===== src/rtl/core/itra_pkg.sv =====
`timescale 1ns / 1ps
`default_nettype none
// ----------------------------------------------------------------------------
// itra_pkg
// Shared types and constants for the integer to radix ASCII converter.
// ----------------------------------------------------------------------------
package itra_pkg;

    // Radix limits
    localparam logic [5:0] BASE_MIN = 6'd2;
    localparam logic [5:0] BASE_MAX = 6'd36;

    // Character codes
    localparam logic [7:0] CHAR_MINUS  = 8'h2D;
    localparam logic [7:0] CHAR_NUL    = 8'h00;
    localparam logic [7:0] CHAR_ZERO   = 8'h30;
    localparam logic [7:0] CHAR_LETTER = 8'h37;  // 'A' minus ten
    localparam logic [5:0] DIGIT_TEN   = 6'd10;

    // Status from the serial divider to the sequencer
    typedef struct packed {
        logic       done;     // one-cycle pulse, quotient and remainder valid
        logic       quot_nz;  // quotient is nonzero
        logic [5:0] rem;      // remainder, below the radix
    } t_div_status;

    // Digit value to its ASCII character, digits ten and up are upper-case letters
    function automatic logic [7:0] digit_char(input logic [5:0] d);
        logic [7:0] d8;
        d8 = {2'b00, d};
        if (d < DIGIT_TEN) begin
            digit_char = CHAR_ZERO + d8;
        end else begin
            digit_char = CHAR_LETTER + d8;
        end
    endfunction

endpackage
`default_nettype wire


===== src/rtl/core/itra_div.sv =====
`timescale 1ns / 1ps
`default_nettype none
// ----------------------------------------------------------------------------
// itra_div
// Bit-serial restoring divider: one quotient bit per cycle, narrow remainder.
// ----------------------------------------------------------------------------
module itra_div #(
    parameter int VALUE_WIDTH = 32
) (
    input  wire logic                     i_clk,
    input  wire logic                     i_rst_n,
    input  wire logic                     i_start,
    input  wire logic [VALUE_WIDTH-1:0]   i_dividend,
    input  wire logic [5:0]               i_base,
    output itra_pkg::t_div_status         o_status,
    output logic      [VALUE_WIDTH-1:0]   o_quot
);

    localparam int SW = $clog2(VALUE_WIDTH);

    logic                   r_busy, n_busy;
    logic                   r_done, n_done;
    logic [SW-1:0]          r_step, n_step;
    logic [VALUE_WIDTH-1:0] r_quot, n_quot;
    logic [5:0]             r_rem, n_rem;
    logic                   r_nz, n_nz;

    logic [6:0] w_trial;
    logic [6:0] w_diff;
    logic       w_ge;

    // One shift-subtract step: bring in the next dividend bit
    assign w_trial = {r_rem, r_quot[VALUE_WIDTH-1]};
    assign w_ge    = w_trial >= {1'b0, i_base};
    assign w_diff  = w_trial - {1'b0, i_base};

    always_comb begin
        n_busy = r_busy;
        n_done = 1'b0;
        n_step = r_step;
        n_quot = r_quot;
        n_rem  = r_rem;
        n_nz   = r_nz;
        if (i_start) begin
            n_busy = 1'b1;
            n_step = '0;
            n_quot = i_dividend;
            n_rem  = '0;
            n_nz   = 1'b0;
        end else if (r_busy) begin
            n_quot = {r_quot[VALUE_WIDTH-2:0], w_ge};
            n_rem  = w_ge ? w_diff[5:0] : w_trial[5:0];
            n_nz   = r_nz | w_ge;
            n_step = r_step + SW'(1);
            if (r_step == SW'(VALUE_WIDTH - 1)) begin
                n_busy = 1'b0;
                n_done = 1'b1;
            end
        end
    end

    // Control
    always_ff @(posedge i_clk) begin
        if (!i_rst_n) begin
            r_busy <= 1'b0;
            r_done <= 1'b0;
        end else begin
            r_busy <= n_busy;
            r_done <= n_done;
        end
    end

    // Datapath
    always_ff @(posedge i_clk) begin
        r_step <= n_step;
        r_quot <= n_quot;
        r_rem  <= n_rem;
        r_nz   <= n_nz;
    end

    assign o_status.done    = r_done;
    assign o_status.quot_nz = r_nz;
    assign o_status.rem     = r_rem;
    assign o_quot           = r_quot;

endmodule
`default_nettype wire


===== src/rtl/core/int_to_radix_ascii_unit.sv =====
`timescale 1ns / 1ps
`default_nettype none
// ----------------------------------------------------------------------------
// int_to_radix_ascii_unit
// Converts a signed integer to ASCII text in radix 2..36, one character per
// output transaction, most significant first, closed by a zero terminator.
//
//   Channel | Direction | Handshake           | Payload
//   input   | in        | i_valid / o_stall   | i_value, i_base
//   output  | out       | o_valid / i_stall   | o_out_char, o_last
//
// One item at a time. Each digit takes one pass through the bit-serial
// divider, and output stalls add to the time that an item takes.
// A radix outside 2..36 skips the divider and yields the terminator only.
// Reset (synchronous, active low) returns to idle and drops any output.
// o_stall is high from acceptance until the terminator is loaded.
// ----------------------------------------------------------------------------
module int_to_radix_ascii_unit #(
    parameter int VALUE_WIDTH = 32
) (
    input  wire logic                   i_clk,
    input  wire logic                   i_rst_n,
    input  wire logic                   i_valid,
    output logic                        o_stall,
    input  wire logic [VALUE_WIDTH-1:0] i_value,
    input  wire logic [5:0]             i_base,
    output logic                        o_valid,
    input  wire logic                   i_stall,
    output logic      [7:0]             o_out_char,
    output logic                        o_last
);

    localparam int CW = $clog2(VALUE_WIDTH + 1);

    typedef enum logic [4:0] {
        S_IDLE  = 5'b00001,
        S_DIV   = 5'b00010,
        S_SIGN  = 5'b00100,
        S_DIGIT = 5'b01000,
        S_TERM  = 5'b10000
    } t_state;

    t_state                 r_state, n_state;
    logic [5:0]             r_base, n_base;
    logic                   r_neg, n_neg;
    logic [CW-1:0]          r_cnt, n_cnt;
    logic [5:0]             r_stack [VALUE_WIDTH];
    logic [5:0]             n_stack [VALUE_WIDTH];
    logic                   r_out_valid, n_out_valid;
    logic [7:0]             r_out_char, n_out_char;
    logic                   r_out_last, n_out_last;

    logic                   w_accept;
    logic                   w_base_ok;
    logic                   w_slot;
    logic [VALUE_WIDTH-1:0] w_mag;
    logic                   w_start;
    logic [VALUE_WIDTH-1:0] w_dividend;
    itra_pkg::t_div_status  w_div;
    logic [VALUE_WIDTH-1:0] w_quot;

    assign o_stall   = (r_state != S_IDLE);
    assign w_accept  = i_valid && !o_stall;
    assign w_base_ok = (i_base >= itra_pkg::BASE_MIN) && (i_base <= itra_pkg::BASE_MAX);
    assign w_slot    = !r_out_valid || !i_stall;
    // Unsigned magnitude; the most negative value maps onto itself
    assign w_mag     = i_value[VALUE_WIDTH-1] ? (~i_value + VALUE_WIDTH'(1)) : i_value;

    // Serial divider
    itra_div #(
        .VALUE_WIDTH (VALUE_WIDTH)
    ) u_div (
        .i_clk      (i_clk),
        .i_rst_n    (i_rst_n),
        .i_start    (w_start),
        .i_dividend (w_dividend),
        .i_base     (r_state == S_IDLE ? i_base : r_base),
        .o_status   (w_div),
        .o_quot     (w_quot)
    );

    // Sequencer
    always_comb begin
        n_state     = r_state;
        n_base      = r_base;
        n_neg       = r_neg;
        n_cnt       = r_cnt;
        n_stack     = r_stack;
        n_out_valid = r_out_valid && i_stall;
        n_out_char  = r_out_char;
        n_out_last  = r_out_last;
        w_start     = 1'b0;
        w_dividend  = w_quot;

        unique case (r_state)
            S_IDLE: begin
                if (w_accept) begin
                    n_base = i_base;
                    n_neg  = i_value[VALUE_WIDTH-1];
                    n_cnt  = '0;
                    if (w_base_ok) begin
                        w_start    = 1'b1;
                        w_dividend = w_mag;
                        n_state    = S_DIV;
                    end else begin
                        n_state = S_TERM;
                    end
                end
            end
            S_DIV: begin
                // Push each remainder; digits come out least significant first
                if (w_div.done) begin
                    n_stack[0] = w_div.rem;
                    for (int i = 1; i < VALUE_WIDTH; i++) begin
                        n_stack[i] = r_stack[i-1];
                    end
                    n_cnt = r_cnt + CW'(1);
                    if (w_div.quot_nz) begin
                        w_start = 1'b1;
                    end else if (r_neg) begin
                        n_state = S_SIGN;
                    end else begin
                        n_state = S_DIGIT;
                    end
                end
            end
            S_SIGN: begin
                if (w_slot) begin
                    n_out_valid = 1'b1;
                    n_out_char  = itra_pkg::CHAR_MINUS;
                    n_out_last  = 1'b0;
                    n_state     = S_DIGIT;
                end
            end
            S_DIGIT: begin
                // Pop most significant digit
                if (w_slot) begin
                    n_out_valid = 1'b1;
                    n_out_char  = itra_pkg::digit_char(r_stack[0]);
                    n_out_last  = 1'b0;
                    for (int i = 0; i < VALUE_WIDTH - 1; i++) begin
                        n_stack[i] = r_stack[i+1];
                    end
                    n_cnt = r_cnt - CW'(1);
                    if (r_cnt == CW'(1)) begin
                        n_state = S_TERM;
                    end
                end
            end
            S_TERM: begin
                if (w_slot) begin
                    n_out_valid = 1'b1;
                    n_out_char  = itra_pkg::CHAR_NUL;
                    n_out_last  = 1'b1;
                    n_state     = S_IDLE;
                end
            end
            default: begin
                n_state = S_IDLE;
            end
        endcase
    end

    // Control
    always_ff @(posedge i_clk) begin
        if (!i_rst_n) begin
            r_state     <= S_IDLE;
            r_out_valid <= 1'b0;
        end else begin
            r_state     <= n_state;
            r_out_valid <= n_out_valid;
        end
    end

    // Datapath
    always_ff @(posedge i_clk) begin
        r_base     <= n_base;
        r_neg      <= n_neg;
        r_cnt      <= n_cnt;
        r_stack    <= n_stack;
        r_out_char <= n_out_char;
        r_out_last <= n_out_last;
    end

    assign o_valid    = r_out_valid;
    assign o_out_char = r_out_char;
    assign o_last     = r_out_last;

endmodule
`default_nettype wire

===== config.mk =====
export PLATFORM = sky130hd
export DESIGN_NAME = int_to_radix_ascii_unit
export DESIGN_NICKNAME = d
export VERILOG_FILES = /design/src/rtl/core/itra_pkg.sv /design/src/rtl/core/itra_div.sv /design/src/rtl/core/int_to_radix_ascii_unit.sv
export SDC_FILE = /design/constraint.sdc
export NUM_CORES = 1
export LEC_CHECK = 0
export BUFFER_PORTS_ARGS = -buffer_cell sky130_fd_sc_hd__buf_4
export CAP_MARGIN = 20
export CORE_MARGIN = 2
export CORE_UTILIZATION = 40
export CTS_CLUSTER_SIZE = 14
export DETAILED_ROUTE_END_ITERATION = 12
export GPL_TIMING_DRIVEN = 0
export HOLD_SLACK_MARGIN = 0.02
export PLACE_DENSITY = 0.6
export REMOVE_ABC_BUFFERS = 1
export SETUP_SLACK_MARGIN = 0.05
export SLEW_MARGIN = 30
export SYNTH_ARGS = -nofsm -noshare
export SYNTH_HDL_FRONTEND = slang
export SYNTH_SLANG_ARGS = --single-unit

===== constraint.sdc =====
create_clock -name i_clk -period 11.14 [get_ports i_clk]
set_clock_uncertainty 0.1 [all_clocks]
set_input_delay 2.785 -clock i_clk [delete_from_list [all_inputs] [get_ports i_clk]]
set_output_delay 2.785 -clock i_clk [all_outputs]
set_load 0.03 [all_outputs]

==> impl_metrics.toml, run 1 <==
[sta]
worst-slew-pin-transition_ns = 0.698
slew-limit-headroom_pct = 53.4
timing.final.setup_violations = 0
post-route-min-period_ns = 5.29
setup_tns_ns = 0
rsz0062_at_grt = "no"
fin_crit_sh_pct = 47.5
final-max-slew-violation-count = 0
final_hold_viol_count = 0
max_clock_freq_mhz = 189
whs_ns = 0.348

[clock_network]
clock_tree_root_buffer_cell = "clkbuf_16"
cts.repair.resized = 0
tritoncts = "yes"
postCtsHoldBufs = 0
ctsLongestPathBuffers = 3
clk-insertion-delay-late_ns = 0.55
numCtsBuffers = 29
cts_post_setup_buffers_inserted = 0
ctsHtreeMaxLevel = 1
clkSinkCount = 265
clk_pin_slew_worst_paths_ns = 0.06

[layout]
area.growth.synth_to_final_pct = 15.9
design.final.nets = 1354
antennaDiodeCount = 0
drive_gt1_share_pct = 11.0
final_core_utilization_pct = 47.1

[setup_path]
critical_path_buf_inv_count = 1
timing.critical_path.from = "r_state[2]"
crit_slowest_cell = "nand2_1"
setup.worst_path.start_class = "flop"
critical-path-top-delay-family = "simple AND/OR/NAND/NOR gates"
crit_fanout = 15
rr_startpoint = "r_state[2]"
required_ns = 8.26
crit_arrival_ns = 2.41
path_cells = "nor3_1 > nand2_1 > buf_4"
critPathKind = "flop to output port"
cp_slowest_stage_delay_ns = 0.58
worstSetupEndpointType = "output port"

[synthesis]
yosys_warnings = 0
synth_largest_area_cell = "edfxtp_1"
synth_cells = 1276
post_synth_edffs = 245
synthDominantCellAreaShare_pct = 57.6
synth_area_leaders = "edfxtp_1, nand2_1, nand3_1"
syn_area_per_cell_um2 = 10.0
synth.yosys.seq_area_share_pct = 60.7
synth_cell_types = 58
ys_dominant_reg_cell = "edfxtp_1"
post_synth_instance_area_um2 = 12800
async_flop_share_pct = 0
yosys_register_bits = 265

[place]
gp_routability_congestion = 0.784
detailed_place_hpwl_um = 15900
portBuffers = 51

[die]
floorplan.die.width_um = 183
coreArea_um2 = 31500
boundaryPins = 53
core.rowCount = 65
die-height_um = 183
die_area_um2 = 33400
starting_utilization_of_the_core_area_pct = 40.6

[drt]
final_antenna_net_count = 0
routed_wire_length_per_instance_um = 14.3
vias = 9120
drt_iter0_drc = 781
route.final.wire_length_um = 24700
first_pass_iters = 4
vias_per_cell = 5.30
drc = 0

[power]
cellLeakagePower_uw = 0.00583
power_density_nw_per_um2 = 181
max-vdd-ir-drop_v = 0.000119

[grt]
grt_pass1_wl_um = 42400
combined_global_route_utilization_of_all_metal_layers_pct = 15.0
grt_start_max_net_pins = 64
grt_pass1_vias = 8709
grt_remaining_overflow = 0
number_of_antenna_violations_at_the_first_check_in_global_routing = 0

[flow_run]
max_cap_viol_count = 0

[min_path]
worstHoldStart = "r_stack[8]"
hold_path.class = "flop to flop"

[outcome]
outcome = "completed"
## per-layer routing
metal,wire length [um],GRT usage (%),vias to the layer above
met5,0,0,-
met4,585,4.29,0
met3,910,2.16,35
met2,11000,23.2,158
met1,12200,22.1,4386
li1,-,-,4541
## synth_stat cells (all sizes together) (3+ instances only)
cell    number
nor4         4
nor2        64
inv         18
o41ai        5
or4          9
and3         4
a31oi        3
buf         26
mux2i        9
or3          9
nor3         5
o21ai       25
nand2      395
o31ai       16
edfxtp     245
nand2b       3
o22a         3
or2          3
a311oi       3
xnor2        6
and2         3
a21oi       54
nand4        3
o21a         3
xor2        34
mux2         3
ha          14
nor2b        6
nand3      196
clkbuf      60
dfxtp       20
## worst reg2reg max path, cell delays in order, from the launching register on
cell and delay (ns):
dfxtp_1 0.41, nor3_1 0.53, nand2_1 0.58, mux2_2 0.48
inv_1 0.06, ha_1 0.22, nor2b_1 0.14, o31a_1 0.27
or4_1 0.41, a41o_1 0.19, a311oi_1 0.23
## metrics by stage
| stage | worst slack (ns) | std cells | area [um2] | power, uW |
|---|---|---|---|---|
| floorplan | -3.39 | 1190 | 12400 | 1630 |
| global placement | -10.21 | 1643 | 13300 | 1760 |
| detailed placement | 5.89 | 1668 | 13900 | 1770 |
| CTS | 5.84 | 1722 | 14800 | 2700 |
| global route | 5.73 | 1722 | 14800 | 2810 |
| finish | 5.85 | 1722 | 14800 | 2680 |
## area by class of cell
| type | instances | area (um2) |
|---|---|---|
| Clock inverter | 18 | 143 |
| Fill cell | 2908 | 16700 |
| Sequential cell | 265 | 7760 |
| Multi-Input combinational cell | 907 | 4650 |
| Clock buffer | 36 | 782 |
| Timing Repair Buffer | 76 | 903 |
| Tap cell | 402 | 503 |
| Inverter | 18 | 67.6 |
## state kept, by name, indices dropped and copies added (netlist names)
register and flops:
u_div.r_rem 6, o_last 1, o_valid 1, u_div.r_nz 1, u_div.r_done 1, r_stack 192
r_base 6, o_out_char 7, r_cnt 6, u_div.o_quot 32, u_div.r_busy 1, r_neg 1
u_div.r_step 5, r_state 5
## final timing paths
kind	endpoint	slack, ns	cells after the start
worst max-delay path	o_stall	5.85	3
worst min-delay path	r_stack[2]	0.35	0
worst max register to register	u_div.r_rem[5]	7.43	10
worst min register to register	r_stack[2]	0.35	0
## cells in the final DEF (no fill, tap or decap), types with 9 or more instances in the layout
cell,n
o31ai_1,9
clkbuf_16,29
nand2_1,394
o21ai_0,24
edfxtp_1,245
nor2_1,63
ha_1,14
nand3_1,195
a21oi_1,54
xor2_1,34
or3_1,9
buf_4,55
mux2i_1,9
buf_16,13
dfxtp_1,19
inv_1,18
## logic make-up (layout without fill, tap and decap cells)
logic type / after synthesis / after routing / synth area share, %
AND/OR/NAND/NOR: 709 / 709 / 24.0
flip-flops: 265 / 265 / 60.7
AO/OA/AOI/OAI: 130 / 130 / 6.83
buffers and inverters: 104 / 148 / 3.24
XOR/XNOR: 40 / 40 / 2.74
adder cells (fa/ha/maj): 15 / 15 / 1.53
multiplexers: 12 / 12 / 0.969
other: 1 / 1 / 0.0293
## power by group
group	total, uW	internal, uW	switching, uW	leakage (uW)
Clock	929	542	388	0.000456
Combinational	445	182	263	0.00293
Sequential	1300	1230	71.1	0.00245
Power figures use the tool's default switching activity.
==> run 2: changes to the inputs <==
Settings changed: PLACE_DENSITY 0.6 to 0.58.
Clock period 11.14 ns to 5.2 ns, I/O delays scaled along.
==> impl_metrics.toml, run 2 (synthesis results as in run 1) <==
[clock_network]
numCtsBuffers = 29
clk-insertion-delay-late_ns = 0.55
clkSinkCount = 265
postCtsHoldBufs = 0
ctsLongestPathBuffers = 3
clock_tree_root_buffer_cell = "clkbuf_16"
tritoncts = "yes"
clk_pin_slew_worst_paths_ns = 0.06
cts_post_setup_buffers_inserted = 0
cts.repair.resized = 0
ctsHtreeMaxLevel = 1

[setup_path]
crit_arrival_ns = 2.41
crit_fanout = 15
critPathKind = "flop to output port"
timing.reg2reg.setup_slack_ns = 1.49
timing.rr.end = "u_div.r_rem[1]"
rr_startpoint = "r_state[2]"
required_ns = 3.80
worstSetupEndpointType = "output port"
reg2regPathDepth = 9
setup.worst_path.start_class = "flop"

[die]
floorplan.die.width_um = 183
coreArea_um2 = 31500
core.rowCount = 65
boundaryPins = 53
die-height_um = 183
die_area_um2 = 33400
starting_utilization_of_the_core_area_pct = 40.6

[sta]
setup_tns_ns = 0
timing.final.setup_violations = 0
post-route-min-period_ns = 3.81
final-max-slew-violation-count = 0
slew-limit-headroom_pct = 52.5
final_hold_viol_count = 0
worst-slew-pin-transition_ns = 0.702
whs_ns = 0.351
rsz0062_at_grt = "no"
fin_crit_sh_pct = 73.2
max_clock_freq_mhz = 263

[place]
gp_routability_congestion = 0.784
detailed_place_hpwl_um = 15700
portBuffers = 51

[min_path]
hold_path.class = "flop to flop"
worstHoldStart = "r_stack[8]"
hold-path-endpoint = "r_stack[2]"
min_path_cells = 0

[drt]
first_pass_iters = 5
route.final.wire_length_um = 25000
routed_wire_length_per_instance_um = 14.5
vias_per_cell = 5.31
drt_iter0_drc = 612
drc = 0
final_antenna_net_count = 0
vias = 9146

[grt]
combined_global_route_utilization_of_all_metal_layers_pct = 15.1
grt_start_max_net_pins = 63
global_route.usage.met3_pct = 2.36
grt_pass1_vias = 8594
grt_remaining_overflow = 0
number_of_antenna_violations_at_the_first_check_in_global_routing = 0
global_route.peak_usage_layer = "met2"
groute.layer.met2.usage_pct = 23.2
groute.layer.met1.usage_pct = 22.8
grt_pass1_wl_um = 42800

[flow_run]
max_cap_viol_count = 0

[layout]
antennaDiodeCount = 0
drive_gt1_share_pct = 11.0
area.growth.synth_to_final_pct = 16.1
final_core_utilization_pct = 47.1
most_common_cell_after_layout_fill_and_taps_aside = "nand2_1"
largest_register = "r_stack"
design.final.nets = 1355
flip_flop_count_of_the_largest_register_all_copies_and_words_added = 192
most-common-layout-cells = "nand2_1, edfxtp_1, nand3_1, nor2_1, buf_4"

[power]
max-vdd-ir-drop_v = 0.000230
power_density_nw_per_um2 = 391
cellLeakagePower_uw = 0.00585
power_uw = 5800

[outcome]
outcome = "completed"
run 2: cell count changes in the layout (fill, tap and decap cells not counted):
cell	change
clkinvlp_4	-1
clkinv_2	+1
clkbuf_1	+1
buf_6	-1
buf_8	+1
clkbuf_8	-3
bufinv_16	+2
clkinv_1	-2
buf_4	+1
run 2: final cells by class:
| type | count | area, um2 |
|---|---|---|
| Clock inverter | 18 | 193 |
| Tap cell | 402 | 503 |
| Multi-Input combinational cell | 907 | 4650 |
| Timing Repair Buffer | 77 | 915 |
| Clock buffer | 34 | 744 |
| Fill cell | 2956 | 16600 |
| Inverter | 18 | 67.6 |
| Sequential cell | 265 | 7760 |
run 2: through the flow:
stage	area (um2)	instances	setup WS, ns
2_1_floorplan	12400	1190	-9.33
3_3_place_gp	13300	1643	-16.34
3_5_place_dp	13900	1669	1.41
4_1_cts	14800	1721	1.37
5_1_grt	14800	1721	1.12
6_report	14800	1721	1.39
run 2: power by group:
group | leakage, uW | internal (uW) | switching [uW]
clock network | 0.000464 | 1220 | 835
logic | 0.00294 | 394 | 569
registers | 0.00245 | 2630 | 152
run 2: worst max path at each step:
stage | start | end | slack [ns] | cells after the start
floorplan | r_state[2] | r_stack[100] | -9.33 | 4
global placement | r_state[2] | r_stack[45] | -16.34 | 4
detailed placement | i_value[6] | u_div.o_quot[25] | 1.41 | 6
CTS | r_state[2] | o_stall | 1.37 | 3
global route | r_state[2] | u_div.r_rem[5] | 1.12 | 9
finish | r_state[2] | o_stall | 1.39 | 3
run 2: metal layers:
| layer | routed length (um) | up-vias | part of all wire [%] |
|---|---|---|---|
| met3 | 1000 | 34 | 4.0 |
| li1 | - | 4546 | - |
| met4 | 415 | 0 | 1.7 |
| met1 | 12500 | 4398 | 50 |
| met2 | 11100 | 168 | 44 |
| met5 | 0 | - | 0 |
run 2: worst max-delay path, stage by stage, from the launching register on:
cell and delay [ns]:
dfxtp_1 0.41, nor3_1 0.52, nand2_1 0.57, buf_4 0.35
==> run 3: changes to the inputs <==
Settings changed: ABC_AREA set to 1, PLACE_DENSITY 0.58 to 0.6.
Clock period 5.2 ns to 3.4 ns, I/O delays scaled along.
==> impl_metrics.toml, run 3 <==
[outcome]
outcome = "completed"

[drt]
vias_per_cell = 4.94
final_antenna_net_count = 0
vias = 9574
drt_iter0_drc = 675
drc = 0
first_pass_iters = 5
routed_wire_length_per_instance_um = 13.2
route.final.wire_length_um = 25500

[synthesis]
synthDominantCellAreaShare_pct = 55.9
synth_area_leaders = "edfxtp_1, nand2_1, o21ai_0"
yosys_warnings = 0
post_synth_edffs = 245
yosys.cell_count.top_type = "nand2_1"
synth_cells = 1438
post_synth_instance_area_um2 = 13200
syn_area_per_cell_um2 = 9.16
async_flop_share_pct = 0
synth.yosys.seq_area_share_pct = 58.9
yosys_register_bits = 265
ys_dominant_reg_cell = "edfxtp_1"
synth_cell_types = 41
synth_largest_area_cell = "edfxtp_1"
synth_common_cells = "nand2_1, edfxtp_1, o21ai_0, nand3_1, inv_1"

[layout]
drive_gt1_share_pct = 10.5
largest_register = "r_stack"
antennaDiodeCount = 0
most_common_cell_after_layout_fill_and_taps_aside = "nand2_1"
flip_flop_count_of_the_largest_register_all_copies_and_words_added = 192
nFillCells = 3062
most-common-layout-cells = "nand2_1, edfxtp_1, o21ai_0, nand3_1, inv_1"
area.growth.synth_to_final_pct = 16.9
design.final.nets = 1530

[sta]
max_clock_freq_mhz = 328
final_hold_viol_count = 0
setup_tns_ns = 0
whs_ns = 0.349
timing.final.setup_violations = 0
rsz0062_at_grt = "no"
worst-slew-pin-transition_ns = 0.770
slew-limit-headroom_pct = 48.5
post-route-min-period_ns = 3.04
fin_crit_sh_pct = 89.5
final-max-slew-violation-count = 0

[grt]
number_of_antenna_violations_at_the_first_check_in_global_routing = 0
combined_global_route_utilization_of_all_metal_layers_pct = 15.3
grt_pass1_wl_um = 43800
grt_remaining_overflow = 0
grt_start_max_net_pins = 60
grt_pass1_vias = 9040

[clock_network]
tritoncts = "yes"
ctsLongestPathBuffers = 3
clock_tree_root_buffer_cell = "clkbuf_16"
numCtsBuffers = 30
ctsHtreeMaxLevel = 1
clk-insertion-delay-late_ns = 0.56
clkSinkCount = 265
postCtsHoldBufs = 0
clk_pin_slew_worst_paths_ns = 0.06

[setup_path]
rr_startpoint = "r_state[3]"
crit_fanout = 46
timing.critical_path.from = "i_base[3]"
crit_arrival_ns = 3.12
worstSetupEndpointType = "flop"
critPathKind = "input port to flop"
required_ns = 3.48
setup.worst_path.start_class = "input port"

[place]
detailed_place_hpwl_um = 17000
portBuffers = 51
gp_routability_congestion = 0.922

[die]
die-height_um = 185
floorplan.die.width_um = 185
core.rowCount = 66
coreArea_um2 = 32500
starting_utilization_of_the_core_area_pct = 40.6
boundaryPins = 53
die_area_um2 = 34400

[flow_run]
max_cap_viol_count = 0

[power]
power_density_nw_per_um2 = 688
switching_pwr_uw = 3310
max-vdd-ir-drop_v = 0.000445
p_sw_share_pct = 31.2
power.share.combinational_pct = 25.3
cellLeakagePower_uw = 0.00542
internal_power_uw = 7290
sequentialPowerShare_pct = 43.5
pwr-share-clk_pct = 31.3

[min_path]
hold_path.class = "flop to flop"
worstHoldStart = "r_stack[7]"
run 3: cell types whose count changed after synthesis, sizes merged, moves of 17 or more:
| cell | change |
|---|---|
| o21ai | +193 |
| inv | +53 |
| xor2 | -17 |
| clkbuf | -33 |
| buf | +26 |
| a21oi | -32 |
| nand2 | +156 |
| nand3 | -125 |
run 3: cell type report:
class | instances | area (um2) | area share, %
repair buffers | 82 | 1050 | 6.79
multi-input cells | 1022 | 4750 | 30.8
clock buffers | 35 | 769 | 5.00
inverters | 72 | 273 | 1.77
flip-flops and latches | 265 | 7760 | 50.4
clock inverters | 21 | 248 | 1.61
well taps | 442 | 553 | 3.59
run 3: power by group through the flow:
| stage | Clock [uW] | Combinational [uW] | Sequential [uW] |
|---|---|---|---|
| after global routing | 3530 | 3060 | 4670 |
| after detailed placement | 0 | 2640 | 4670 |
| after global placement | 0 | 2500 | 4810 |
| final | 3310 | 2680 | 4600 |
| after floorplan | 0 | 1870 | 4730 |
| after CTS | 3400 | 2690 | 4610 |
run 3: logic make-up after synthesis:
family / share of synthesized area [%]
simple gates: 22.0
compound gates: 10.5
fa+ha+maj: 1.48
buf+inv: 5.38
mux: 0.152
flops: 58.9
xor+xnor: 1.60
other cells: 0.0285
run 3: worst max-delay path: stages:
cell	delay, ns
buf_4	0.12
nor2_1	0.15
nand3_1	0.10
o21ai_2	0.18
inv_1	0.06
nand2_1	0.17
nand2_4	0.26
inv_4	0.45
nand2_1	0.15
nand2_2	0.60
run 3: worst paths after layout:
check                          end  slack (ns)  cells past startpoint
hold reg to reg         r_stack[1]        0.35                      0
hold / removal          r_stack[1]        0.35                      0
setup reg to reg  u_div.o_quot[17]        0.43                      8
setup / recovery  u_div.o_quot[17]        0.36                     10
run 3: stage by stage:
step	total power (uW)	area [um2]	instances	util (%)	worst slack [ns]
2_1_floorplan	6600	12700	1359	-	-14.98
3_3_place_gp	7310	13700	1852	42.1	-23.35
3_5_place_dp	7310	14300	1877	44.1	-0.762
4_1_cts	10700	15300	1934	47.3	0.0663
5_1_grt	11300	15400	1939	47.4	0.0642
6_report	10600	15400	1939	47.4	0.355
run 3: per-layer routing:
metal	GRT usage, %	part of all wire, %
met5	0	0
met4	3.78	2.0
met3	2.17	3.6
met2	24.7	45
met1	21.7	49
run 3: repair_timing:
| item | in CTS | in global routing |
|---|---|---|
| buffers inserted | 1 | 5 |
| pin swaps | 1 | 1 |
| setup endpoints to repair | 65 | 41 |
| resized for setup | 3 | 1 |
